## config.mk

```make
export PLATFORM = sky130hd
export DESIGN_NAME = rmsd_scan_ctrl
export DESIGN_NICKNAME = d
export VERILOG_FILES = /design/src/sv/rmsd_pkg.sv /design/src/sv/rmsd_scan_ctrl.sv
export SDC_FILE = /design/constraint.sdc
export NUM_CORES = 1
export LEC_CHECK = 0
export BUFFER_PORTS_ARGS = -buffer_cell sky130_fd_sc_hd__buf_4
export CORE_MARGIN = 4
export CORE_UTILIZATION = 55
export CTS_BUF_LIST = sky130_fd_sc_hd__clkbuf_8
export DETAILED_ROUTE_END_ITERATION = 16
export GPL_ROUTABILITY_DRIVEN = 0
export PLACE_DENSITY = 0.76
export SETUP_SLACK_MARGIN = 0.1
export SYNTH_ARGS = -nofsm -noshare
export SYNTH_HDL_FRONTEND = slang
export SYNTH_SLANG_ARGS = --single-unit
```

## constraint.sdc

```tcl
create_clock -name clk -period 6.1 [get_ports clk]
set_input_delay 0.61 -clock clk [delete_from_list [all_inputs] [get_ports clk]]
set_output_delay 0.61 -clock clk [all_outputs]
set_load 0.05 [all_outputs]
```

## src/sv/rmsd_pkg.sv

```systemverilog
// Shared constants, types and helper functions for the RGB matrix scan driver.
`default_nettype none

package rmsd_pkg;

  // Panel geometry
  localparam int PANEL_COLUMNS = 64;
  localparam int SCAN_ROWS     = 20;
  localparam int MAX_ACROSS    = 4;
  localparam int MAX_DOWN      = 2;

  // Field widths fixed by the interface
  localparam int CMD_W   = 2;
  localparam int XIN_W   = 9;
  localparam int YIN_W   = 7;
  localparam int LEVEL_W = 8;
  localparam int ROWA_W  = 5;
  localparam int TICKS_W = 16;
  localparam int WIDE_W  = 3;
  localparam int HIGH_W  = 2;
  localparam int CFGI_W  = 2;
  localparam int CFGD_W  = 16;

  localparam int DEFAULT_TICKS = 50;

  // Derived sizes
  localparam int STRIDE     = MAX_ACROSS * PANEL_COLUMNS;
  localparam int HALF_ROWS  = MAX_DOWN * SCAN_ROWS;
  localparam int HALF_DEPTH = HALF_ROWS * STRIDE;
  localparam int ADDR_W     = $clog2(HALF_DEPTH);
  localparam int X_W        = $clog2(STRIDE);
  localparam int COL_W      = $clog2(PANEL_COLUMNS);
  localparam int PROW_W     = $clog2(HALF_ROWS);
  localparam int ROW_W      = $clog2(SCAN_ROWS);
  localparam int SHIFT_W    = $clog2(MAX_ACROSS * MAX_DOWN * PANEL_COLUMNS + 1);
  localparam int K_W        = SHIFT_W - COL_W;
  localparam int EFFW_W     = $clog2(MAX_ACROSS + 1);
  localparam int EFFH_W     = $clog2(MAX_DOWN + 1);
  localparam int XP_W       = (MAX_ACROSS > 1) ? $clog2(MAX_ACROSS) : 1;
  localparam int PY_W       = (MAX_DOWN > 1) ? $clog2(MAX_DOWN) : 1;
  localparam int Q_W        = $clog2(2 * MAX_DOWN);
  localparam int CMP_W      = 16;

  // Command codes
  localparam logic [CMD_W-1:0] CMD_WRITE = 2'd0;
  localparam logic [CMD_W-1:0] CMD_CLEAR = 2'd1;
  localparam logic [CMD_W-1:0] CMD_TICK  = 2'd2;

  // Register indexes
  localparam logic [CFGI_W-1:0] REG_PANELS_WIDE   = 2'd0;
  localparam logic [CFGI_W-1:0] REG_PANELS_HIGH   = 2'd1;
  localparam logic [CFGI_W-1:0] REG_DISPLAY_TICKS = 2'd2;

  typedef enum logic [3:0] {
    PH_SHIFT   = 4'b0001,
    PH_LATCH   = 4'b0010,
    PH_DISPLAY = 4'b0100,
    PH_BLANK   = 4'b1000
  } phase_t;

  typedef logic [2:0] rgb_t;  // bit 0 red, bit 1 green, bit 2 blue

  typedef struct packed {
    logic              en;
    logic              bottom;
    logic [ADDR_W-1:0] addr;
    rgb_t              data;
  } wr_req_t;

  typedef struct packed {
    logic              strobe;
    logic              latch;
    logic              oen_n;
    logic [ROWA_W-1:0] row;
  } tick_info_t;

  typedef struct packed {
    logic [PY_W-1:0] py;
    logic [XP_W-1:0] xp;
  } split_t;

  typedef struct packed {
    logic              bottom;
    logic [PROW_W-1:0] prow;
  } yaddr_t;

  function automatic logic [EFFW_W-1:0] clamp_wide(input logic [WIDE_W-1:0] v);
    logic [EFFW_W-1:0] r;
    if (v == '0) r = EFFW_W'(1);
    else if (int'(v) > MAX_ACROSS) r = EFFW_W'(MAX_ACROSS);
    else r = EFFW_W'(v);
    return r;
  endfunction

  function automatic logic [EFFH_W-1:0] clamp_high(input logic [HIGH_W-1:0] v);
    logic [EFFH_W-1:0] r;
    if (v == '0) r = EFFH_W'(1);
    else if (int'(v) > MAX_DOWN) r = EFFH_W'(MAX_DOWN);
    else r = EFFH_W'(v);
    return r;
  endfunction

  // Split a panel-column index into stacked panel and panel across.
  function automatic split_t panel_split(input logic [K_W-1:0] k,
                                         input logic [EFFW_W-1:0] w);
    logic [K_W-1:0]  r;
    logic [PY_W-1:0] py;
    split_t          s;
    r  = k;
    py = '0;
    for (int i = 0; i < MAX_DOWN - 1; i++) begin
      if (r >= K_W'(w)) begin
        r  = r - K_W'(w);
        py = py + 1'b1;
      end
    end
    s.py = py;
    s.xp = XP_W'(r);
    return s;
  endfunction

  // Map a pixel row onto the top or bottom half store and its row there.
  function automatic yaddr_t y_split(input logic [YIN_W-1:0] y);
    logic [Q_W-1:0]   q;
    logic [YIN_W-1:0] r;
    yaddr_t           a;
    q = '0;
    for (int i = 1; i < 2 * MAX_DOWN; i++) begin
      if (y >= YIN_W'(i * SCAN_ROWS)) q = Q_W'(i);
    end
    r        = y - YIN_W'(q) * YIN_W'(SCAN_ROWS);
    a.bottom = q[0];
    a.prow   = PROW_W'(q >> 1) * PROW_W'(SCAN_ROWS) + PROW_W'(r);
    return a;
  endfunction

endpackage

`default_nettype wire

```

## src/sv/rmsd_scan_ctrl.sv

```systemverilog
// Scan sequencer: shift, latch, display and blank phases per row.
`default_nettype none

module rmsd_scan_ctrl (
  input  wire logic                        clk,
  input  wire logic                        rst,
  input  wire logic                        step,
  input  wire logic [rmsd_pkg::EFFW_W-1:0]  eff_w,
  input  wire logic [rmsd_pkg::EFFH_W-1:0]  eff_h,
  input  wire logic [rmsd_pkg::TICKS_W-1:0] display_ticks,
  output      logic [rmsd_pkg::ADDR_W-1:0]  rd_addr,
  output      rmsd_pkg::tick_info_t        info
);
  import rmsd_pkg::*;

  phase_t             phase, phase_next;
  logic [ROW_W-1:0]   row, row_next;
  logic [SHIFT_W-1:0] sp, sp_next;
  logic [TICKS_W-1:0] dc, dc_next;

  logic [SHIFT_W-1:0] total;
  logic [SHIFT_W-1:0] sp_inc;
  logic               overrun;
  split_t             split;
  logic [X_W-1:0]     col;
  logic [PROW_W-1:0]  prow;
  logic [TICKS_W-1:0] limit;
  logic [TICKS_W:0]   dc_inc;

  assign total   = SHIFT_W'(eff_w) * SHIFT_W'(eff_h) * SHIFT_W'(PANEL_COLUMNS);
  assign overrun = (phase == PH_SHIFT) && (sp >= total);
  assign sp_inc  = sp + 1'b1;
  assign split   = panel_split(sp[SHIFT_W-1:COL_W], eff_w);
  assign col     = X_W'(split.xp) * X_W'(PANEL_COLUMNS) + X_W'(sp[COL_W-1:0]);
  assign prow    = PROW_W'(split.py) * PROW_W'(SCAN_ROWS) + PROW_W'(row);
  assign rd_addr = ADDR_W'(prow) * ADDR_W'(STRIDE) + ADDR_W'(col);
  assign limit   = (display_ticks == '0) ? TICKS_W'(1) : display_ticks;
  assign dc_inc  = {1'b0, dc} + 1'b1;

  always_comb begin
    phase_next  = phase;
    row_next    = row;
    sp_next     = sp;
    dc_next     = dc;
    info.strobe = 1'b0;
    info.latch  = 1'b0;
    info.oen_n  = 1'b1;
    info.row    = ROWA_W'(row);
    if (overrun) begin
      // grid shrank under the shift: treat this tick as the latch tick
      sp_next    = '0;
      info.latch = 1'b1;
      dc_next    = '0;
      phase_next = PH_DISPLAY;
    end else begin
      unique case (phase)
        PH_SHIFT: begin
          info.strobe = 1'b1;
          if (sp_inc >= total) begin
            sp_next    = '0;
            phase_next = PH_LATCH;
          end else begin
            sp_next = sp_inc;
          end
        end
        PH_LATCH: begin
          info.latch = 1'b1;
          dc_next    = '0;
          phase_next = PH_DISPLAY;
        end
        PH_DISPLAY: begin
          info.oen_n = 1'b0;
          if (dc_inc >= {1'b0, limit}) begin
            dc_next    = '0;
            phase_next = PH_BLANK;
          end else begin
            dc_next = dc_inc[TICKS_W-1:0];
          end
        end
        PH_BLANK: begin
          row_next   = (int'(row) + 1 >= SCAN_ROWS) ? '0 : row + 1'b1;
          sp_next    = '0;
          phase_next = PH_SHIFT;
        end
        default: begin
          phase_next = PH_SHIFT;
        end
      endcase
    end
  end

  always_ff @(posedge clk) begin
    if (rst) begin
      phase <= PH_SHIFT;
      row   <= '0;
      sp    <= '0;
      dc    <= '0;
    end else if (step) begin
      phase <= phase_next;
      row   <= row_next;
      sp    <= sp_next;
      dc    <= dc_next;
    end
  end

endmodule

`default_nettype wire

```

==> flow_results.org, run 1 <==
** Outcome
- The flow ran to the end, and the final reports show no timing, DRC or antenna violations.

** Min path
- HP Class :: flip-flop to flip-flop

** Finish
- The sequential cells in the finished layout cover a total of around 700 µm².
- The multi-input combinational cells in the finished layout cover a total of about 0.0022 mm².
- Number of diodes added for antenna fixing :: 0
- For this run, the share of the core covered by cells in the final layout is 0.638.
- In the final design database the tool counted roughly 500 nets.
- Fillers :: 506
- After routing the design area is roughly 0.0035 mm².
- Proportion of layout cells with a drive suffix above 1 :: 0.166
- Layout area overhead :: 12.7%

** Routing
- After detailed routing, the total wire length is ~7.2 mm.
- Topmost layer with routed signal wires :: met4
- In this run the remaining antenna-violating nets after routing total 0.
- Summed over all nets, wire length on met3 after detailed routing comes to approximately 390 µm.
- Met2 wire length :: 3.25 mm
- Summing over every cut layer, the via total after detailed routing is approximately 3,000.
- In this run, the number of DRC markers left after iteration 0 of detailed routing was roughly 200.
- After detailed routing, the average wire length per cell comes to roughly 14 µm.
- Average vias per placed instance :: 5.99
- The pre-antenna-repair detailed-routing pass consisted of 5 iterations.
- For this run, design rule violations remaining after detail routing come to 0.
- For this block, wires on met1 add up to 3.48 mm.

** Floorplan
- Measured along the y axis, the die boundary spans 83.3 µm.
- The die covers between 0.006 and 0.007 mm².
- Cell row count :: 27
- The region available for standard cell placement spans 0.00551 mm².
- For this configuration, the core starts out at a cell density of 0.566.
- Die Width :: 83.3 µm
- IO Pins :: 46

** Yosys
- For this run, asynchronously set or reset flops after synthesis account for 0.
- Synthesis produced a netlist whose cell count is 396.
- During synthesis, Yosys emitted a total of 0 warnings.
- Cell accounting for the most synthesized area :: sky130_fd_sc_hd__dfxtp_1
- Register bit count reported by yosys :: 35
- Most common cell in the netlist :: sky130_fd_sc_hd__ha_1
- The number of nets handed over by synthesis was ~460.
- Of the synthesized area, sequential elements account for 0.225.
- Synthesized area per cell :: 7.87 µm²
- The synthesized netlist occupies a cell area of around 0.0031 mm².
- Counting flops with a built-in enable in the synthesized netlist gives 0.
- For this run, the leading register cell type out of synthesis is sky130_fd_sc_hd__dfxtp_1.
- By count the netlist is led by sky130_fd_sc_hd__ha_1, sky130_fd_sc_hd__dfxtp_1, sky130_fd_sc_hd__nand2_1.
- Ranking of synthesized cells by area :: sky130_fd_sc_hd__dfxtp_1, sky130_fd_sc_hd__ha_1, sky130_fd_sc_hd__a21oi_1, sky130_fd_sc_hd__nand2_1, sky130_fd_sc_hd__inv_1
- Library cells used by synthesis :: 64
- Area fraction of the dominant cell type after synthesis :: 0.225

** Clock network
- Clk root buf :: sky130_fd_sc_hd__clkbuf_8
- Counting every sink on the clock net gives 35.
- The H-tree was split into 2 levels.
- Clock latency of the later-clocked register in the worst-skew pair :: between 0.2 and 0.3 ns
- Count of hold buffers inserted by post-cts repair :: 0
- Buffers added to address setup during post-CTS repair amount to 0.
- TritonCTS built the clock tree.
- The number of gates resized after CTS was 0.
- Number of CTS-inserted buffers :: 5
- Clock transition at the register clock pins on the worst setup and hold paths after CTS :: 0.07 ns
- Bufs on Longest Clock Path :: 2

** Global route
- The first global-routing pass estimated 12.4 mm of wire.
- Number of antenna violations at the first check in global routing :: 0
- Pin count of the biggest net entering global routing :: 33
- For this run, the total global-route usage over all layers was measured as 0.211.
- The number of global-route vias before repair is between 2,000 and 3,000.
- For this run the aggregate overflow at the end of global routing stands at 0.

** STA
- Unrepaired setup endpoints after global routing :: no
- Post-layout min period :: 3.92 ns
- Max Clk Rate :: 255 MHz
- Dividing the final minimum period by the clock period gives 0.643.
- Setup violations remaining at the end of the flow were counted as 0.
- Adding up every negative setup slack in the final design gives 0 ns.
- The final max-slew violation count is 0.
- The tightest hold path in the finished design has a slack of around 0.50 ns.
- The final hold violation count is 0.
- Slew at the pin with the worst max-slew slack :: 1.15 ns
- Worst Skew :: ~0.0055 ns
- Headroom to the max-slew limit came out at 0.227.

** Setup path
- Critical path class :: flip-flop to flip-flop
- For the worst setup path, the data arrival time is ~4.1 ns.
- Required time at the endpoint of the critical path :: between 6 and 7 ns
- Worst-path maximum fanout :: 11
- Among all stages on the critical path, the largest delay is contributed by sky130_fd_sc_hd__o31ai_1.
- The worst setup path is captured at a flip-flop.
- Largest incremental delay on the critical path :: slightly above 0.9 ns
- Critical path cell sequence :: nand3_1, nor3_1, and3_1, xor2_1, ha_1, nor3_1, o21ai_0, or3_1, o31ai_1, o21ai_0, a31oi_1
- STA classifies the critical path startpoint as a flip-flop.

** Placement
- DPL Wire Length :: 5.62 mm
- Post-detailed-placement cell area :: around 0.0034 mm²
- Number of buffers inserted by port buffering :: 45

** Pwr
- P_leak :: 0.00167 µW
- VDD sags by at most between 0.00015 and 0.0002 V.
- Power density over the cells :: 173 mW/mm²

** Run
- Max-cap violations in this run came to 0.
layout make-up:
type	count	area share
Inverter	32	0.0342
Multi-Input combinational cell	308	0.620
Clock inverter	1	0.00143
Timing Repair Buffer	45	0.0962
Sequential cell	35	0.200
Clock buffer	6	0.0235
Tap cell	72	0.0257
power breakdown:
part           internal, µW  total, µW  switching [µW]
registers               236        251            14.8
clock network          88.6        171            82.5
logic                  68.8        186             117
metrics by stage:
| step | setup WS [ns] | total power (µW) | instances |
|---|---|---|---|
| finish | 2.18 | 608 | 499 |
| floorplan | 2.00 | 396 | 396 |
| detailed placement | 2.07 | 440 | 492 |
| global placement | 2.18 | 435 | 492 |
| CTS | 2.23 | 612 | 499 |
| global route | 1.84 | 641 | 499 |
logic make-up after synthesis:
kind of cell | after synthesis | share of synthesized area
compound gates | 95 | 0.208
xor+xnor | 22 | 0.0618
flops | 35 | 0.225
buf+inv | 53 | 0.0767
mux | 2 | 0.00683
fa+ha+maj | 39 | 0.161
simple gates | 150 | 0.260
critical path: cells and delay by family (launching register included):
family / cells / cell delay [ns]
XOR/XNOR: 1 / 0.09
AO/OA/AOI/OAI: 4 / 1.51
adder cells (fa/ha/maj): 1 / 0.23
flip-flops: 1 / 0.49
AND/OR/NAND/NOR: 5 / 1.53
layout by cell type (no fill, tap or decap), types with 10 or more instances in the layout:
cell and instances:
sky130_fd_sc_hd__nand2_1 34, sky130_fd_sc_hd__nor3_1 12, sky130_fd_sc_hd__a21oi_1 32, sky130_fd_sc_hd__nor2_1 21, sky130_fd_sc_hd__nand3_1 17, sky130_fd_sc_hd__inv_1 32
sky130_fd_sc_hd__and3_1 10, sky130_fd_sc_hd__ha_1 37, sky130_fd_sc_hd__xor2_1 13, sky130_fd_sc_hd__buf_4 45, sky130_fd_sc_hd__o21ai_0 11, sky130_fd_sc_hd__dfxtp_1 35
final timing paths:
kind | startpoint | cells past startpoint | slack, ns | endpoint
worst max-delay path | sp[0] | 11 | 2.18 | sp[5]
worst min-delay path | dc[10] | 2 | 0.50 | dc[10]
worst max register to register | sp[0] | 11 | 2.18 | sp[5]
worst min register to register | dc[10] | 2 | 0.50 | dc[10]
state kept, by name (all words and copies together) (netlist names):
register and flops:
phase 4, sp 10, row 5, dc 16
metal layers:
metal	global-route usage	up-vias
met3	0.0397	10
li1	-	1490
met5	0	-
met2	0.321	83
met1	0.303	1407
met4	0.0550	0
Power figures use the tool's default switching activity.
==> inputs of run 2 (changes only) <==
Settings changed: ABC_AREA set to 1, PLACE_DENSITY 0.76 to 0.77.
Clock period 6.1 ns to 3.95 ns, I/O delays scaled along.
==> flow_results.org, run 2 <==
** STA
- Unrepaired setup endpoints after global routing :: no
- Static timing analysis puts the maximum clock frequency at ~320 MHz.
- At the pin with the least slew margin, the transition time is between 0.7 and 0.8 ns.
- Relative slew slack :: 0.496
- Count of final max-slew check failures :: 0
- Summed over all failing endpoints, the final setup total negative slack is 0 ns.
- Period utilization :: 0.783
- Post-route setup slack :: between 0.8 and 0.9 ns
- Post-layout min period :: between 3 and 4 ns
- Setup violations remaining at the end of the flow were counted as 0.
- Worst Hold Margin :: 0.484 ns
- The final hold violation count is 0.
- Worst Skew :: 0.00691 ns

** Yosys
- The biggest area contributor in the post-synthesis netlist is sky130_fd_sc_hd__dfxtp_1.
- For this run, the number of Yosys warnings is 0.
- By area the synthesized netlist is led by sky130_fd_sc_hd__dfxtp_1, sky130_fd_sc_hd__ha_1, sky130_fd_sc_hd__nand2_1, sky130_fd_sc_hd__inv_1, sky130_fd_sc_hd__a21oi_1.
- Gate count of the mapped netlist :: 435
- Number of enable flip-flop cells after synthesis :: 0
- Library cells used by synthesis :: 39
- The synthesized netlist occupies a cell area of 0.00303 mm².
- The number of nets handed over by synthesis was 498.
- Most common cell in the netlist :: sky130_fd_sc_hd__nand2_1
- Area fraction of the dominant cell type after synthesis :: 0.231
- Register bit count reported by yosys :: 35
- Fraction of registers with async set/reset :: 0
- Most frequent cells after synthesis :: sky130_fd_sc_hd__nand2_1, sky130_fd_sc_hd__inv_1, sky130_fd_sc_hd__a21oi_1
- In this run the mean area of a mapped cell was between 6 and 7 µm².
- For this run, the register share of the synthesized area comes to 0.231.
- Among all flip-flop cells after synthesis, the most frequent one is sky130_fd_sc_hd__dfxtp_1.

** Setup path
- The worst register-to-register path has a setup slack of 0.86 ns.
- The critical path in this run is classified as flip-flop to flip-flop.
- Endpoint kind of the worst setup timing path :: flip-flop
- R2R Path End :: dc[6]
- In this run the critical register-to-register path is launched from dc[0].
- Nature of the critical path startpoint :: flip-flop
- Arrival time at the worst endpoint :: between 3 and 4 ns
- Counting cells, the worst reg-to-reg path comes to 15.
- Largest incremental delay on the critical path :: slightly below 0.4 ns
- Critical path cell sequence :: ha_1, nand3_2, nor3_1, nand2_1, xnor2_1, ha_1, a21oi_1, o211ai_1, inv_1, nand2_1, nor2_2, nand3_2, nor2_4, nand3_1, a21oi_1
- Cell at the slowest stage of the critical path :: sky130_fd_sc_hd__dfxtp_1
- Worst-path maximum fanout :: 16
- Required time at the endpoint of the critical path :: between 4 and 5 ns

** Routing
- Summed over all nets, wire length on met2 after detailed routing comes to just over 3 mm.
- The routed design uses 308 µm of met3 wire.
- In this run, the number of DRC markers left after iteration 0 of detailed routing was around 170.
- The final route contains between 2,000 and 3,000 vias.
- Using the TritonRoute via totals, the vias-per-cell ratio works out to 5.18.
- Average wire per cell in the routed design :: approximately 12 µm
- Metal1 wirelength :: ~3.2 mm
- Iteration count of the initial detailed-routing pass :: 4
- Wire length after detailed routing :: ~6.7 mm
- Once detail routing completed, the nets flagged for antenna violations numbered 0.
- Residual DRC :: 0
- The highest layer touched by signal routing is met4.

** Floorplan
- Initial core utilization :: 0.582
- Y dimension of the die :: 82.2 µm
- The floorplan step defined a core boundary enclosing roughly 0.0052 mm².
- IO Pins :: 46
- The die covers between 0.006 and 0.007 mm².
- Die Width :: roughly 82 µm
- Row generation in the floorplan step produced 26 rows.

** Finish
- The library cell used most frequently in the layout, excluding fill and tap cells, is sky130_fd_sc_hd__nand2_1.
- The repair_antennas step left the layout with diodes totalling 0.
- The register with the most flip-flops in the layout has 16 of them.
- From synthesis to final layout, the design area changed by 13.8%.
- Once layout is complete, the utilization of the core stands at 0.662.
- The final layout contains 536 nets.
- In the layout the commonest cells are sky130_fd_sc_hd__nand2_1, sky130_fd_sc_hd__inv_1, sky130_fd_sc_hd__buf_4.
- Register with the highest flop count :: dc
- Proportion of layout cells with a drive suffix above 1 :: 0.152
- After routing the design area is 0.00345 mm².
- Largest registers :: dc (16), sp (10), row (5)

** Clock network
- The clock tree synthesis step divided the H-tree into 2 levels.
- Post-CTS Setup Bufs :: 0
- The later pin in the worst-skew pair is clocked with a latency of 0.29 ns.
- TritonCTS clock tree :: yes
- Counting every sink on the clock net gives 35.
- Clock-pin slew was measured on the worst setup and hold paths at roughly 0.070 ns.
- Number of CTS-inserted buffers :: 5
- Clk root buf :: sky130_fd_sc_hd__clkbuf_8
- Counting along the longest clock path gives a buffer depth of 2.
- Number of cells upsized or downsized after cts :: 0
- Count of hold buffers inserted by post-cts repair :: 0

** Pwr
- Power density over the cells :: between 200 and 300 mW/mm²
- Max VDD drop :: slightly above 0.0002 V
- For this design the static power due to leakage is about 0.0018 µW.

** Placement
- After detailed placement, the total cell area comes to between 0.003 and 0.004 mm².
- Prior to clock tree synthesis, the placed netlist has a worst setup slack of between 0.7 and 0.8 ns.
- Port buffering added 45 buffers.
- DPL Wire Length :: around 5.4 mm

** Global route
- Pin count of the biggest net entering global routing :: 29
- The first global-routing pass estimated about 12 mm of wire.
- The initial antenna violation count came to 0.
- Total overflow reported by the global router :: 0
- Global-route usage over all layers :: 0.218
- The number of global-route vias before repair was ~2,700.

** Min path
- Origin of the worst min-delay path :: rst
- HP Class :: primary input to flip-flop
- For hold timing, the worst endpoint is row[1].
- The worst hold path passes through 2 cells.

** Outcome
- The run finished with clean final reports.

** Run
- Number of violations of the max-capacitance limit :: 0
run 2: cell types whose count changed in the layout (fill, tap and decap cells not counted), moves of 5 or more:
cell,before,now
sky130_fd_sc_hd__nand2_1,34,90
sky130_fd_sc_hd__xor2_1,13,22
sky130_fd_sc_hd__nand3_1,17,27
sky130_fd_sc_hd__a21oi_1,32,42
sky130_fd_sc_hd__nand4_1,6,14
sky130_fd_sc_hd__a31oi_1,7,0
sky130_fd_sc_hd__xnor2_1,9,4
sky130_fd_sc_hd__nand2b_1,8,0
sky130_fd_sc_hd__a22o_2,7,0
sky130_fd_sc_hd__o22ai_1,8,0
sky130_fd_sc_hd__or3_1,5,0
sky130_fd_sc_hd__inv_1,32,73
sky130_fd_sc_hd__and2_1,8,0
sky130_fd_sc_hd__and3_1,10,0
run 2: area by class of cell:
type                    instances  area (µm²)
multi-input cells             311        1950
well taps                      70        87.6
inverters                      74         278
clock inverters                 3        16.3
flip-flops and latches         35         701
fillers                       478        1760
repair buffers                 46         345
clock buffers                   5        68.8
run 2: cell families (layout without fill, tap and decap cells):
kind of cell,after synthesis,after routing,synth area share
AO/OA/AOI/OAI,64,64,0.121
XOR/XNOR,26,26,0.0752
adder cells (fa/ha/maj),39,39,0.166
buffers and inverters,89,128,0.125
flip-flops,35,35,0.231
AND/OR/NAND/NOR,182,182,0.282
run 2: how the worst max path moves through the flow:
stage,startpoint,endpoint
floorplan,sp[6],rd_addr[12]
global placement,eff_w[0],dc[0]
detailed placement,eff_w[0],dc[0]
CTS,dc[0],dc[14]
global route,dc[0],dc[14]
finish,dc[0],dc[6]
run 2: routing by layer:
layer | up-vias | GRT usage
met5 | - | 0
met4 | 0 | 0.0615
met3 | 8 | 0.0369
met2 | 57 | 0.347
met1 | 1264 | 0.303
li1 | 1489 | -
run 2: critical path, delay by kind of cell, from the launching register on:
| family | cells | cell delay, ns |
|---|---|---|
| buffers and inverters | 1 | 0.06 |
| DFF | 1 | 0.39 |
| and+or+nand+nor | 8 | 1.39 |
| AOI/OAI and AO/OA | 3 | 0.43 |
| xor gates and xnor gates | 1 | 0.24 |
| adders and majority gates | 2 | 0.55 |
run 2: stage by stage:
stage | std cells | power (µW)
after floorplan | 435 | 580
after global placement | 536 | 648
after detailed placement | 536 | 652
after CTS | 544 | 906
after global routing | 544 | 956
final | 544 | 895
run 2: where the power goes:
| part | total, µW | switching (µW) | leakage, µW | internal (µW) |
|---|---|---|---|---|
| Sequential | 377 | 12.0 | 0.000283 | 364 |
| Combinational | 269 | 185 | 0.00151 | 84.6 |
| Clock | 249 | 129 | 0.0000453 | 120 |
==> inputs of run 3 (changes only) <==
Settings changed: ABC_AREA 1 to 0, PLACE_DENSITY 0.77 to 0.76.
Clock period 3.95 ns to 3.1 ns, I/O delays scaled along.
==> flow_results.org, run 3 (synthesis results as in run 1) <==
** STA
- Worst Skew :: about 0.0094 ns
- Worst Hold Margin :: 0.385 ns
- Subtracting the final worst setup slack from the clock period gives about 2.9 ns.
- Setup repair after global routing could not meet its margin everywhere.
- For the final routed database, the setup TNS stands at 0 ns.
- Period utilization :: 0.929
- Based on the critical path, the design can be clocked at up to 347 MHz.
- Setup violations remaining at the end of the flow were counted as 0.
- Final count of hold timing violations :: 0
- Headroom to the max-slew limit came out at 0.720.
- Slew at the pin with the worst max-slew slack :: 0.419 ns
- Count of final max-slew check failures :: 0

** Floorplan
- The floorplan step defined a die boundary enclosing 0.00693 mm².
- The die is between 80 and 90 µm wide.
- In this run the vertical extent of the chip is ~83 µm.
- The floorplan has 27 rows.
- The total area inside the core boundary comes to around 0.0055 mm².
- Pin placement for this block handled between 40 and 50 I/O pins.
- For this configuration, the core starts out at a cell density of 0.566.

** Clock network
- The tree is rooted in a sky130_fd_sc_hd__clkbuf_8.
- H-tree levels :: 2
- TritonCTS sink count :: 35
- Count of hold buffers inserted by post-cts repair :: 0
- Bufs on Longest Clock Path :: 2
- Clock-pin slew was measured on the worst setup and hold paths at 0.08 ns.
- Clock latency of the later-clocked register in the worst-skew pair :: ~0.30 ns
- TritonCTS clock tree :: yes
- Number of CTS-inserted buffers :: 5

** Pwr
- P_leak :: ~0.0019 µW
- Max VDD drop :: roughly 0.00048 V
- The design draws approximately 1300 µW.
- Dividing total power by cell area gives a power density of between 300 and 400 mW/mm².

** Finish
- # nets final :: about 530
- In the final layout, the registers with the most flip-flops are dc (16), sp (10), row (5).
- The register with the most flip-flops in the final layout is dc.
- Leaving out fill and tap cells, the most frequent cell in the layout is sky130_fd_sc_hd__buf_4.
- Commonest non-fill, non-tap cells in the layout :: sky130_fd_sc_hd__buf_4, sky130_fd_sc_hd__ha_1, sky130_fd_sc_hd__nand2_1
- The area growth from synthesis to layout is 27.1%.
- The repair_antennas step left the layout with diodes totalling 0.
- Final core utilization :: 0.719
- In the final layout, the share of cells above drive strength 1 is 0.302.
- The register with the most flip-flops in the layout has 16 of them.

** Setup path
- Endpoint kind of the worst setup timing path :: flip-flop
- The worst setup path is of the flip-flop to flip-flop kind.
- Data on the critical path is required at its endpoint by 3.35 ns.
- Worst-path maximum fanout :: 8
- Cell at the slowest stage of the critical path :: sky130_fd_sc_hd__dfxtp_1
- In this design, the stage delay of the slowest critical-path cell is 0.40 ns.
- Nature of the critical path startpoint :: flip-flop
- Arrival time at the worst endpoint :: approximately 3.1 ns
- The signal on the critical path passes through and3_4, and3_2, nand3_1, nor2_2, xor2_2, ha_1, a211o_1, a41oi_2, nand4_2, buf_6, o22ai_1, a22o_2.

** Placement
- DPL Wire Length :: a little over 6 mm
- In this run the tool buffered the top-level ports with 45 buffer cells.

** Outcome
- Result of the run :: finished, final reports clean

** Global route
- In the global route stage, overall resource usage came out at 0.225.
- Number of antenna violations at the first check in global routing :: 0
- The first global-routing pass estimated ~13 mm of wire.
- Pin count of the biggest net entering global routing :: 33
- Total overflow reported by the global router :: 0
- Number of global-route vias before repair :: roughly 2,900

** Routing
- For this run, design rule violations remaining after detail routing come to 0.
- Met2 wire length :: 3.59 mm
- After the first detailed-routing iteration, the DRC count stood at approximately 190.
- Detail Route Antenna Nets :: 0
- Wire length after detailed routing :: around 8 mm
- Iteration count of the initial detailed-routing pass :: 4
- Routed length on met3 :: about 480 µm
- Average vias per placed instance :: 5.76
- The detailed router used layers up to and including met4.
- Routed vias :: roughly 3,100
- Average wire per cell in the routed design :: 14.7 µm
- Metal1 wirelength :: 3.64 mm

** Run
- Across the run, the number of max-cap violations was 0.

** Min path
- HP Class :: primary input to flip-flop
run 3: final timing paths:
kind | from | to | slack, ns | cells past startpoint
worst max-delay path | dc[9] | dc[6] | 0.22 | 12
worst min-delay path | step | phase[3] | 0.39 | 3
worst max register to register | dc[9] | dc[6] | 0.22 | 12
worst min register to register | dc[4] | dc[4] | 0.49 | 2
run 3: through the flow:
stage	cell area, µm²	cells	setup slack, ns
after floorplan	3160	396	0.124
after global placement	3700	522	0.101
after detailed placement	3700	522	0.0852
after CTS	3790	530	0.106
after global routing	3960	535	0.0509
final	3960	535	0.221
run 3: final cells by class:
type / count / area, µm²
Multi-Input combinational cell: 308 / 2320
Fill cell: 423 / 1550
Sequential cell: 35 / 719
Timing Repair Buffer: 80 / 626
Inverter: 32 / 120
Tap cell: 72 / 90.1
Clock buffer: 5 / 68.8
Clock inverter: 3 / 15.0
run 3: routing by layer:
metal / GRT usage / vias up
met2: 0.356 / 77
met1: 0.302 / 1432
li1: - / 1554
met4: 0.0743 / 0
met5: 0 / -
met3: 0.0516 / 18
run 3: worst max-delay path, delay by kind of cell (launching register included):
family / cells / cell delay, ns
simple gates: 5 / 0.95
flops: 1 / 0.40
compound gates: 4 / 0.81
buf+inv: 1 / 0.19
fa+ha+maj: 1 / 0.29
xor+xnor: 1 / 0.19
run 3: report_power, final:
group | leakage [µW] | switching, µW | internal (µW)
Combinational | 0.00155 | 258 | 190
Clock | 0.0000477 | 173 | 154
Sequential | 0.000288 | 20.8 | 462
run 3: timing repair:
item / CTS / global route
resized for setup: 1 / 42
buffers inserted: 0 / 4
pin swaps: 0 / 14
gates cloned: 0 / 1
endpoints found under the setup margin: 10 / 28
